$ cat src/rtl/scba_pkg.sv
// Package for the size-class block allocator: geometry constants, status codes,
// beat structs and the class geometry helper functions.
// No dependencies; scba_decode and the allocator core use it by scoped names.
package scba_pkg;

   // Geometry of the pool.
   localparam int REGION_BYTES = 65536;
   localparam int CLASS_COUNT  = 9;
   localparam int ROUND_BYTES  = 8;
   localparam int MIN_BLOCK    = 16;
   localparam int MIN_LOG2     = 4;

   // Field widths fixed by the interface.
   localparam int KIND_W   = 1;
   localparam int REQ_W    = 16;
   localparam int ADDR_W   = 20;
   localparam int STATUS_W = 3;
   localparam int CLASS_W  = 4;
   localparam int BYTES_W  = 13;
   localparam int USED_W   = 20;
   localparam int LIVE_W   = 13;

   // Derived widths.
   localparam int REGION_LOG2 = $clog2(REGION_BYTES);
   localparam int BLOCKS_MAX  = REGION_BYTES / MIN_BLOCK;
   localparam int IDX_W       = $clog2(BLOCKS_MAX);
   localparam int DEPTH_W     = $clog2(BLOCKS_MAX + 1);
   localparam int STORE_DEPTH = (REGION_BYTES / 8) - (REGION_BYTES / (8 << CLASS_COUNT));
   localparam int STORE_AW    = $clog2(STORE_DEPTH);
   localparam int CIDX_W      = (CLASS_COUNT > 1) ? $clog2(CLASS_COUNT) : 1;
   localparam int ROUND_W     = REQ_W + 1;

   // Request kinds.
   localparam logic [KIND_W-1:0] KIND_ALLOC = 1'b0;
   localparam logic [KIND_W-1:0] KIND_FREE  = 1'b1;

   // Result status codes.
   typedef enum logic [STATUS_W-1:0] {
      ST_OK        = 3'd0,
      ST_ZERO      = 3'd1,
      ST_TOO_LARGE = 3'd2,
      ST_EXHAUSTED = 3'd3,
      ST_BAD_ADDR  = 3'd4,
      ST_FULL      = 3'd5
   } status_type;

   // Request beat.
   typedef struct packed {
      logic [KIND_W-1:0] kind;
      logic [REQ_W-1:0]  request_bytes;
      logic [ADDR_W-1:0] free_address;
   } req_type;

   // Response beat.
   typedef struct packed {
      status_type         status;
      logic [ADDR_W-1:0]  block_address;
      logic [CLASS_W-1:0] size_class;
      logic [BYTES_W-1:0] granted_bytes;
      logic [USED_W-1:0]  bytes_in_use;
      logic [LIVE_W-1:0]  live_count;
   } rsp_type;

   // Decoded request handed from the decoder to the stack control.
   typedef struct packed {
      logic [KIND_W-1:0]  kind;
      status_type         status;
      logic [CLASS_W-1:0] cls;
      logic [IDX_W-1:0]   idx;
      logic [BYTES_W-1:0] bs;
   } dec_type;

   // Block size of a class.
   function automatic logic [BYTES_W-1:0] block_bytes(input logic [CLASS_W-1:0] c);
      return BYTES_W'(MIN_BLOCK << c);
   endfunction

   // Number of blocks in a class region.
   function automatic logic [DEPTH_W-1:0] block_count(input logic [CLASS_W-1:0] c);
      return DEPTH_W'(REGION_BYTES >> (MIN_LOG2 + c));
   endfunction

   // First store slot of a class segment: the segment sizes halve per class.
   function automatic logic [STORE_AW-1:0] seg_base(input logic [CLASS_W-1:0] c);
      return STORE_AW'((REGION_BYTES >> 3) - (REGION_BYTES >> (3 + c)));
   endfunction

endpackage

$ cat src/rtl/scba_decode.sv
// Request decoder: size class selection for allocations, class and block
// index extraction for frees, and the request-level error checks.
// Depends on scba_pkg.
module scba_decode (
   input  scba_pkg::req_type req,
   output scba_pkg::dec_type dec
);

   logic [scba_pkg::ROUND_W-1:0]     rounded;
   logic                             found;
   logic [scba_pkg::CLASS_W-1:0]     pick;
   logic [scba_pkg::ADDR_W-1:0]      region_sel;
   logic [scba_pkg::CLASS_W-1:0]     fcls;
   logic [scba_pkg::REGION_LOG2-1:0] offset;
   logic [scba_pkg::REGION_LOG2-1:0] idx_full;

   always_comb begin
      // Round up to the allocation granule.
      rounded = scba_pkg::ROUND_W'(((scba_pkg::ROUND_W'(req.request_bytes)
                + scba_pkg::ROUND_W'(scba_pkg::ROUND_BYTES - 1)) / scba_pkg::ROUND_BYTES)
                * scba_pkg::ROUND_BYTES);

      // Smallest class that fits; the compares are independent.
      found = 1'b0;
      pick  = '0;
      for (int c = scba_pkg::CLASS_COUNT - 1; c >= 0; c--) begin
         if (rounded <= scba_pkg::ROUND_W'(scba_pkg::block_bytes(scba_pkg::CLASS_W'(c)))) begin
            found = 1'b1;
            pick  = scba_pkg::CLASS_W'(c);
         end
      end

      // Address fields for a free.
      region_sel = req.free_address >> scba_pkg::REGION_LOG2;
      fcls       = scba_pkg::CLASS_W'(region_sel);
      offset     = req.free_address[scba_pkg::REGION_LOG2-1:0];
      idx_full   = offset >> (scba_pkg::MIN_LOG2 + fcls);

      dec.kind = req.kind;
      dec.cls  = '0;
      dec.idx  = '0;
      dec.bs   = '0;
      if (req.kind == scba_pkg::KIND_ALLOC) begin
         if (req.request_bytes == '0) begin
            dec.status = scba_pkg::ST_ZERO;
         end else if (!found) begin
            dec.status = scba_pkg::ST_TOO_LARGE;
         end else begin
            dec.status = scba_pkg::ST_OK;
            dec.cls    = pick;
            dec.bs     = scba_pkg::block_bytes(pick);
         end
      end else begin
         if (region_sel >= scba_pkg::ADDR_W'(scba_pkg::CLASS_COUNT)) begin
            dec.status = scba_pkg::ST_BAD_ADDR;
         end else if (scba_pkg::DEPTH_W'(idx_full) >= scba_pkg::block_count(fcls)) begin
            dec.status = scba_pkg::ST_BAD_ADDR;
         end else begin
            dec.status = scba_pkg::ST_OK;
            dec.cls    = fcls;
            dec.idx    = scba_pkg::IDX_W'(idx_full);
            dec.bs     = scba_pkg::block_bytes(fcls);
         end
      end
   end

endmodule

$ cat config.mk
export PLATFORM = sky130hd
export DESIGN_NAME = scba_decode
export DESIGN_NICKNAME = d
export VERILOG_FILES = /design/src/rtl/scba_pkg.sv /design/src/rtl/scba_decode.sv
export SDC_FILE = /design/constraint.sdc
export NUM_CORES = 1
export LEC_CHECK = 0
export BUFFER_PORTS_ARGS = -buffer_cell sky130_fd_sc_hd__clkbuf_2
export CORE_MARGIN = 2
export CORE_UTILIZATION = 49
export DETAILED_ROUTE_END_ITERATION = 8
export GPL_TIMING_DRIVEN = 0
export PLACE_DENSITY = 0.86
export SKIP_LAST_GASP = 1
export SLEW_MARGIN = 0
export SYNTH_ARGS = -nofsm -noshare
export SYNTH_HDL_FRONTEND = slang
export SYNTH_SLANG_ARGS = --single-unit
export TNS_END_PERCENT = 50
$ cat constraint.sdc
create_clock -name vclk -period 5.5
set_clock_uncertainty 0.05 [all_clocks]
set_input_delay 1.1 -clock vclk [all_inputs]
set_output_delay 1.1 -clock vclk [all_outputs]
set_load 0.005 [all_outputs]
### Word-level counts from Yosys, hierarchy flattened

Index checks and enable logic that the tools add are counted.

* input bits: 37
* word-level logic and storage cells: 49
* memories: 0
* bits in writable memories: 0
* register bits: 0
* ROM bits: 0
* latch bits: 0
* output and inout port bits: 33

* add/subtract/negate cells: 2
* reduce and logical (&&, ||, !) cells: 1
* multiply operators: 0
* divide/modulo/power cells: 0
* multiplexer cells: 31
* bitwise operators: 0
* shift-type cells: 4
* $lt $le $gt $ge: 11
* equal/unequal tests: 0

Operators by type and width (number)
* 29-bit 2-to-1 mux: 2
* 4-bit 2-to-1 mux: 11
* 13-bit 2-to-1 mux: 3
* 16-bit by 32-bit right shift with 13-bit output: 1
* 5-bit by 4-bit left shift with 13-bit output, first input constant: 2
* 16-bit by 3-bit adder with 17-bit output, second input constant: 1
* 17-bit by 10-bit less-or-equal comparator with 1-bit output, second input constant: 1
* 17-bit by 11-bit less-or-equal comparator with 1-bit output, second input constant: 1
* 17-bit by 12-bit less-or-equal comparator with 1-bit output, second input constant: 1
* 17-bit by 13-bit less-or-equal comparator with 1-bit output, second input constant: 1
* 17-bit by 5-bit less-or-equal comparator with 1-bit output, second input constant: 1
* 17-bit by 6-bit less-or-equal comparator with 1-bit output, second input constant: 1
* 17-bit by 7-bit less-or-equal comparator with 1-bit output, second input constant: 1
* 17-bit by 8-bit less-or-equal comparator with 1-bit output, second input constant: 1
* 17-bit by 9-bit less-or-equal comparator with 1-bit output, second input constant: 1
* 17-bit by 5-bit right shift with 13-bit output, first input constant: 1
* 16-bit zero test: 1
* 13-bit greater-or-equal comparator: 1
* 12-bit 2-to-1 mux: 1
* 1-bit 2-to-1 mux: 9
* 3-bit 2-to-1 mux: 3
* 7-bit 2-to-1 mux: 1
* 3-bit by 4-bit adder with 5-bit output, first input constant: 1
* 4-bit greater-or-equal comparator, second input constant: 1
* 2-bit 2-to-1 mux: 1

### Logic depth before layout (Yosys ltp)

Gate-level depths: netlist (run 1).

* depth in word-level cells: 15
* depth in mapped cells: 15
* depth with buffers taken out: 13

### Worst setup path before layout (run 1)

No wires, ideal clock.

* path kind: input port to output port
* start point: in req[16] in the netlist's numbering
* end point: out dec[13] in the netlist's numbering
* path slack: 0.389 ns
* arrival: 3.961 ns
* cell stages on the path: 11
* path through: clkbuf_1 -> mux4_2 -> mux2i_1 -> o22a_1 -> ha_1 -> nand2b_1 -> a211oi_1 -> o2111ai_1 -> o211ai_1 -> a21boi_0 -> nor3b_1

RTL lines
* from (decl): RTL line scba_decode.sv:5 `input scba_pkg::req_type req,`
* to (decl): RTL line scba_decode.sv:6 `output scba_pkg::dec_type dec`

==> impl_metrics.toml, run 1 <==
[pwr]
peakVddDrop_uv = 57.6
power_switching_share_pct = 52.8
combPwrFrac_pct = 100.0
p_per_area_nw_per_um2 = 84.0
sequentialPowerShare_pct = 0
p_int_w = 0.0000704
power_switching_w = 0.0000787
leakage_nw = 0.851
p_clk_share_pct = 0

[global_route]
antenna_found_initial = 0
grt_pass1_vias = 1635
grt_overflow_total = 0
track_usage_pct = 26.4
grt_start_max_net_pins = 12
grt_pass1_wl_mm = 7.25

[route]
first_pass_iters = 5
finalWirelength_mm = 4.32
avgViaCountPerCell = 6.14
drt-wirelength-per-cell_um = 14.7
drt_iter0_drc = 80
drc = 0
detail-route-antenna-nets = 0
vias = 1811

[setup_path]
critPathMaxFanout = 10
worstPathRequired_ns = 4.35
start_kind = "input pin"
critPathKind = "input pin to primary output"
cp_data_arrival_time_ns = 4.17
end_kind = "primary output"

[die]
rows = 19
initial_core_util_pct = 50.8
core_um2 = 2710
ios = 70
die_h_um = 57.0
die_area_um2 = 3250
die_w_um = 57.0

[timing]
drv_slew = 0
fmaxAchievable_ghz = 0.188
finalHoldViolations = 0
fin_crit_ns = 5.32
worst_pin_slew_ns = 0.517
setup_viol = 0
fin_crit_sh_pct = 96.6
slew_headroom_pct = 65.4
setup_ws_ns = 0.184

[synth]
syn_inst = 197
ys_seq_area_share_pct = 0
yosysMostFrequentCell = "nand2_1"
synth_top_area_share_pct = 10.9
synth.top_cells.by_area = "ha_1 11%, mux4_2 9.8%, nand2_1 5.2%"
syn_area_per_cell_um2 = 6.99
ys_types = 50
synth.cell_area_um2 = 1380
yosys.area.top_type = "ha_1"
yosys_warnings = 0
synth_common_cells = "19 x nand2_1, 18 x nor2_1, 12 x ha_1"

[cells_and_area]
drive_above_1_share_pct = 36.0
design.seq.count = 0
num-clock-buffers = 0
nFillCells = 269
final-seq-area_um2 = 0
utilization_pct = 65.5
area_growth_pct = 28.9
design_area_um2 = 1780
nets = 315
n_antenna_cell = 0

[placed_design]
io_buffers = 60
place_congestion = 0.939
place_ws_ns = -0.382
place_area_um2 = 1730
hpwl_mm = 3.55

[hold_path]
hold_class = "input pin to primary output"
hold_depth = 3

[run]
maxCapViolCount = 0

[clocking]
hold_buffers = 0

[run_status]
outcome = "completed"
==> path summary, 6_finish.rpt <==
check,from,to,slack (ns)
max,req[16],dec[6],0.18
min,req[36],dec[32],2.50
==> repair_timing <==
item                                    in CTS  in global routing
endpoints found under the setup margin      17                 16
setup buffers                                4                  1
gates resized for setup                      2                 14
pin swaps                                    1                  1
==> final cells by class <==
class / instances / area [um2] / area share [%]
buffer: 14 / 81.3 / 4.58
inverter: 6 / 22.5 / 1.27
multi-input combinational: 179 / 1290 / 72.9
tap: 31 / 38.8 / 2.18
timing repair buffer: 65 / 338 / 19.0
==> power groups by stage <==
| stage | sequential (W) | combinational, W | clock (W) |
|---|---|---|---|
| 6_report | 0 | 0.000149 | 0 |
| 5_1_grt | 0 | 0.000165 | 0 |
| 4_1_cts | 0 | 0.000141 | 0 |
| 3_5_place_dp | 0 | 0.000129 | 0 |
| 3_3_place_gp | 0 | 0.000127 | 0 |
| 2_1_floorplan | 0 | 0.0000847 | 0 |
==> metrics by stage <==
step                power [W]  setup TNS (ns)  hold WS, ns  std cells
floorplan           0.0000847               0         2.23        200
global placement     0.000127           -4.27         2.49        291
detailed placement   0.000129           -5.01         2.50        291
CTS                  0.000141               0         2.50        294
global route         0.000165        -0.00849         2.53        295
finish               0.000149               0         2.50        295
==> metal layers <==
metal | GRT usage [%] | part of all wire [%] | up-vias
met5 | 0 | 0 | -
met4 | 3.99 | 1.6 | 0
met3 | 1.13 | 6.4 | 13
met2 | 45.6 | 49 | 81
met1 | 37.2 | 43 | 819
li1 | - | - | 898
==> kinds of logic (layout without fill, tap and decap cells) <==
| group | after synthesis | in the layout | share of synthesized area, % |
|---|---|---|---|
| and+or+nand+nor | 92 | 92 | 35.4 |
| AOI/OAI and AO/OA | 54 | 54 | 28.2 |
| buffers and inverters | 21 | 85 | 7.08 |
| muxes | 15 | 15 | 16.8 |
| adders and majority gates | 13 | 13 | 11.6 |
| other | 1 | 4 | 0.272 |
| xor gates and xnor gates | 1 | 1 | 0.636 |
==> layout by cell type (no fill, tap or decap), types with 6 or more instances in the layout <==
cell,netlist,layout
ha_1,12,12
mux2i_1,7,7
a21oi_1,8,8
nand2b_1,6,6
o22ai_1,11,11
nor3_1,7,7
nand4_1,6,6
inv_1,6,6
nor2_1,18,18
nand2_1,19,19
and3_1,10,10
mux4_2,6,6
buf_4,5,10
clkbuf_2,0,64
==> worst max-delay path: stages <==
cell	delay (ns)
clkbuf_4	0.21
mux4_2	0.54
mux2i_1	0.14
o22a_1	0.21
ha_1	0.24
nand2b_1	0.14
a211oi_1	0.28
o2111ai_1	0.18
o211ai_1	0.27
buf_4	0.19
nand2_1	0.10
clkbuf_2	0.20
o22ai_1	0.23
clkbuf_2	0.15
No activity file was read; power rests on OpenSTA's default activity.
==> run 2: changes to the inputs <==
==> constraint.sdc (replaced) <==
create_clock -name vclk -period 5.6
set_clock_uncertainty 0.05 [all_clocks]
set_input_delay 1.12 -clock vclk [all_inputs]
set_output_delay 1.12 -clock vclk [all_outputs]
set_load 0.005 [all_outputs]
==> impl_metrics.toml, run 2 (synthesis results as in run 1) <==
[setup_path]
cp_data_arrival_time_ns = 4.24
worstPathRequired_ns = 4.43
timing.critical_path.to = "dec[6]"
end_kind = "primary output"
critPathKind = "input pin to primary output"
start_kind = "input pin"
critPathMaxFanout = 11
crit_path_start = "req[17]"

[cells_and_area]
layout_commonest_cell = "clkbuf_2"
final-seq-area_um2 = 0
utilization_pct = 65.2
final_cell_mix = "64 x clkbuf_2, 19 x nand2_1, 18 x nor2_1"
drive_above_1_share_pct = 35.2
nFillCells = 271
nets = 315
num-clock-buffers = 0
area_growth_pct = 28.3
n_antenna_cell = 0
design.seq.count = 0

[route]
first_pass_iters = 4
avgViaCountPerCell = 6.15
drt_iter0_drc = 68
vias = 1813
drt-wirelength-per-cell_um = 14.6
drc = 0
detail-route-antenna-nets = 0
finalWirelength_mm = 4.31

[placed_design]
io_buffers = 60
hpwl_mm = 3.55
place_congestion = 0.939

[pwr]
peakVddDrop_uv = 58.3
leakage_nw = 0.846
p_total_w = 0.000146
combPwrFrac_pct = 100.0
sequentialPowerShare_pct = 0
power_switching_w = 0.0000769
p_per_area_nw_per_um2 = 82.4
p_clk_share_pct = 0
p_int_w = 0.0000687
power_switching_share_pct = 52.8

[timing]
fmaxAchievable_ghz = 0.185
drv_slew = 0
setup_viol = 0
fin_crit_sh_pct = 96.6
finalHoldViolations = 0
fin_crit_ns = 5.41

[hold_path]
hold_class = "input pin to primary output"

[global_route]
antenna_found_initial = 0
grt_start_max_net_pins = 12
track_usage_pct = 26.4
grt_pass1_wl_mm = 7.25
grt_overflow_total = 0
grt_pass1_vias = 1635

[die]
die_h_um = 57.0
die_area_um2 = 3250
core_um2 = 2710
die_w_um = 57.0
rows = 19
ios = 70
initial_core_util_pct = 50.8

[run_status]
outcome = "completed"

[run]
maxCapViolCount = 0
run 2: worst min-delay path by stage:
stage | start | endpoint | depth (start not counted)
floorplan | req[36] | dec[32] | 1
global route | req[36] | dec[32] | 3
CTS | req[36] | dec[32] | 3
global placement | req[36] | dec[32] | 3
finish | req[36] | dec[32] | 3
detailed placement | req[36] | dec[32] | 3
run 2: area by class of cell:
| class | instances | area, um2 | share of cell area (%) |
|---|---|---|---|
| Buffer | 14 | 77.6 | 4.39 |
| Inverter | 6 | 22.5 | 1.27 |
| Multi-Input combinational cell | 179 | 1290 | 73.0 |
| Tap cell | 31 | 38.8 | 2.19 |
| Timing Repair Buffer | 65 | 338 | 19.1 |
run 2: power groups by stage:
stage	Clock, W	Combinational, W	Sequential [W]
finish	0	0.000146	0
global route	0	0.000161	0
CTS	0	0.000138	0
detailed placement	0	0.000127	0
global placement	0	0.000124	0
floorplan	0	0.0000832	0
run 2: stage by stage:
stage               instances  setup WS (ns)  instance area [um2]  TNS [ns]  hold slack, ns
CTS                       294          0.126                 1760         0            2.54
global route              295       -0.00787                 1770  -0.00812            2.57
detailed placement        291         -0.322                 1730     -3.99            2.54
floorplan                 200          0.449                 1390         0            2.27
global placement          291         -0.280                 1730     -3.25            2.53
finish                    295          0.189                 1770         0            2.55
run 2: repair_timing:
action | 4_1_cts | 5_1_grt
endpoints found under the setup margin | 17 | 16
gates resized for setup | 2 | 9
hold endpoints to repair | 0 | 0
pin swaps | 1 | 1
hold buffers | 0 | 0
setup buffers | 4 | 1
run 2: critical path, cell delays in order:
cell	delay [ns]
clkbuf_2	0.24
mux2_2	0.38
o21ai_1	0.27
o22a_1	0.26
ha_1	0.24
nand2b_1	0.14
a211oi_1	0.28
o2111ai_1	0.17
o211ai_1	0.26
buf_4	0.19
nand2_1	0.10
clkbuf_2	0.20
o22ai_1	0.23
clkbuf_2	0.15
run 2: per-layer routing:
layer,vias up,track usage [%],routed length (um)
met4,0,3.99,59
met2,82,45.6,2130
met5,-,0,0
met1,821,37.2,1810
met3,8,1.13,305
li1,902,-,-
==> run 3: changes to the inputs <==
--- a/config.mk
+++ b/config.mk
@@ -10,7 +10,7 @@
 export CORE_UTILIZATION = 49
 export DETAILED_ROUTE_END_ITERATION = 8
 export GPL_TIMING_DRIVEN = 0
-export PLACE_DENSITY = 0.86
+export PLACE_DENSITY = 0.85
 export SKIP_LAST_GASP = 1
 export SLEW_MARGIN = 0
 export SYNTH_ARGS = -nofsm -noshare
==> constraint.sdc (replaced) <==
create_clock -name vclk -period 5.9
set_clock_uncertainty 0.05 [all_clocks]
set_input_delay 1.18 -clock vclk [all_inputs]
set_output_delay 1.18 -clock vclk [all_outputs]
set_load 0.005 [all_outputs]
==> impl_metrics.toml, run 3 (synthesis results as in run 1) <==
[timing]
fin_crit_sh_pct = 96.0
rsz0062_at_grt = "no"
drv_slew = 0
setup_ws_ns = 0.236
slew_headroom_pct = 64.6
fin_crit_ns = 5.66
worst_pin_slew_ns = 0.529
hold_slack_ns = 2.67
fmaxAchievable_ghz = 0.177
finalHoldViolations = 0
setup_viol = 0

[die]
die_area_um2 = 3250
die_h_um = 57.0
ios = 70
initial_core_util_pct = 50.8
rows = 19
core_um2 = 2710
die_w_um = 57.0

[pwr]
p_total_w = 0.000132
p_per_area_nw_per_um2 = 75.6
leakage_nw = 0.828
peakVddDrop_uv = 50.1

[route]
vias = 1802
drc = 0
avgViaCountPerCell = 6.15
first_pass_iters = 4
drt_iter0_drc = 105
drt-wirelength-per-cell_um = 15.0
detail-route-antenna-nets = 0
finalWirelength_mm = 4.39

[global_route]
grt_pass1_wl_mm = 7.24
antenna_found_initial = 0
grt_pass1_vias = 1654
grt_overflow_total = 0
track_usage_pct = 26.6
grt_start_max_net_pins = 11

[placed_design]
place_ws_ns = -0.175
io_buffers = 60
place_congestion = 0.943
hpwl_mm = 3.63

[clocking]
hold_buffers = 0

[run]
maxCapViolCount = 0

[cells_and_area]
num-clock-buffers = 0
layout_commonest_cell = "clkbuf_2"
n_antenna_cell = 0
nFillCells = 273
drive_above_1_share_pct = 33.6
multi_input_area_um2 = 1290
area_growth_pct = 27.0
nets = 313
design.seq.count = 0
final_cell_mix = "62 x clkbuf_2, 19 x nand2_1, 18 x nor2_1"
final-seq-area_um2 = 0

[setup_path]
critPathKind = "input pin to primary output"
cp_data_arrival_time_ns = 4.43
end_kind = "primary output"
critPathMaxFanout = 11
worstPathRequired_ns = 4.67
timing.critical_path.to = "dec[6]"
start_kind = "input pin"
crit_path_start = "req[17]"

[run_status]
outcome = "completed"

[hold_path]
hold_depth = 3
hold_class = "input pin to primary output"
min-delay-start = "req[36]"
## run 3: cell types whose count changed in the layout (fill, tap and decap cells not counted), sizes merged
cell    previous run  this run
buf               11         8
clkbuf            68        69
## run 3: timing repair
| item | in CTS | in global routing |
|---|---|---|
| endpoints found under the setup margin | 14 | 15 |
| setup buffers | 3 | 0 |
| endpoints found under the hold margin | 0 | 0 |
| cloned | 0 | 0 |
| gates resized for setup | 0 | 4 |
| pin swaps | 1 | 0 |
## run 3: per-layer routing
layer  vias up  global-route usage (%)  part of all wire (%)
met2        78                    46.1                    50
met1       823                    36.8                    42
met3        10                    1.13                   6.2
met4         0                    5.32                   2.1
met5         -                       0                     0
li1        891                       -                     -
## run 3: area by class of cell
type                       instances  share of cell area [%]
multi-input combinational        179                    73.8
timing repair buffer              63                    18.5
buffer                            14                    4.22
tap                               31                    2.22
inverter                           6                    1.29
## run 3: how the worst min path moves through the flow
stage,endpoint,slack [ns]
detailed placement,dec[32],2.67
global route,dec[32],2.67
floorplan,dec[32],2.39
finish,dec[32],2.67
global placement,dec[32],2.66
CTS,dec[32],2.67
## run 3: where the power goes
group / switching [W] / internal, W / leakage [nW]
combinational: 0.0000717 / 0.0000605 / 0.828
sequential: 0 / 0 / 0
clock: 0 / 0 / 0
## run 3: through the flow
| stage | cell area [um2] | utilization, % | std cells | setup TNS [ns] |
|---|---|---|---|---|
| final | 1750 | 64.5 | 293 | 0 |
| after floorplan | 1390 | - | 200 | 0 |
| after CTS | 1750 | 64.6 | 294 | 0 |
| after detailed placement | 1730 | 63.8 | 291 | -1.65 |
| after global placement | 1730 | 63.8 | 291 | -0.809 |
| after global routing | 1750 | 64.5 | 293 | 0 |
## run 3: worst max-delay path, stage by stage
cell and delay, ns:
clkbuf_2 0.24, mux2_2 0.38, o21ai_0 0.37, o22a_1 0.28, ha_1 0.24, nand2b_1 0.14
a211oi_1 0.28, o2111ai_1 0.18, o211ai_1 0.22, buf_4 0.16, nand2_1 0.09, clkbuf_1 0.24
o22ai_1 0.27, clkbuf_2 0.15
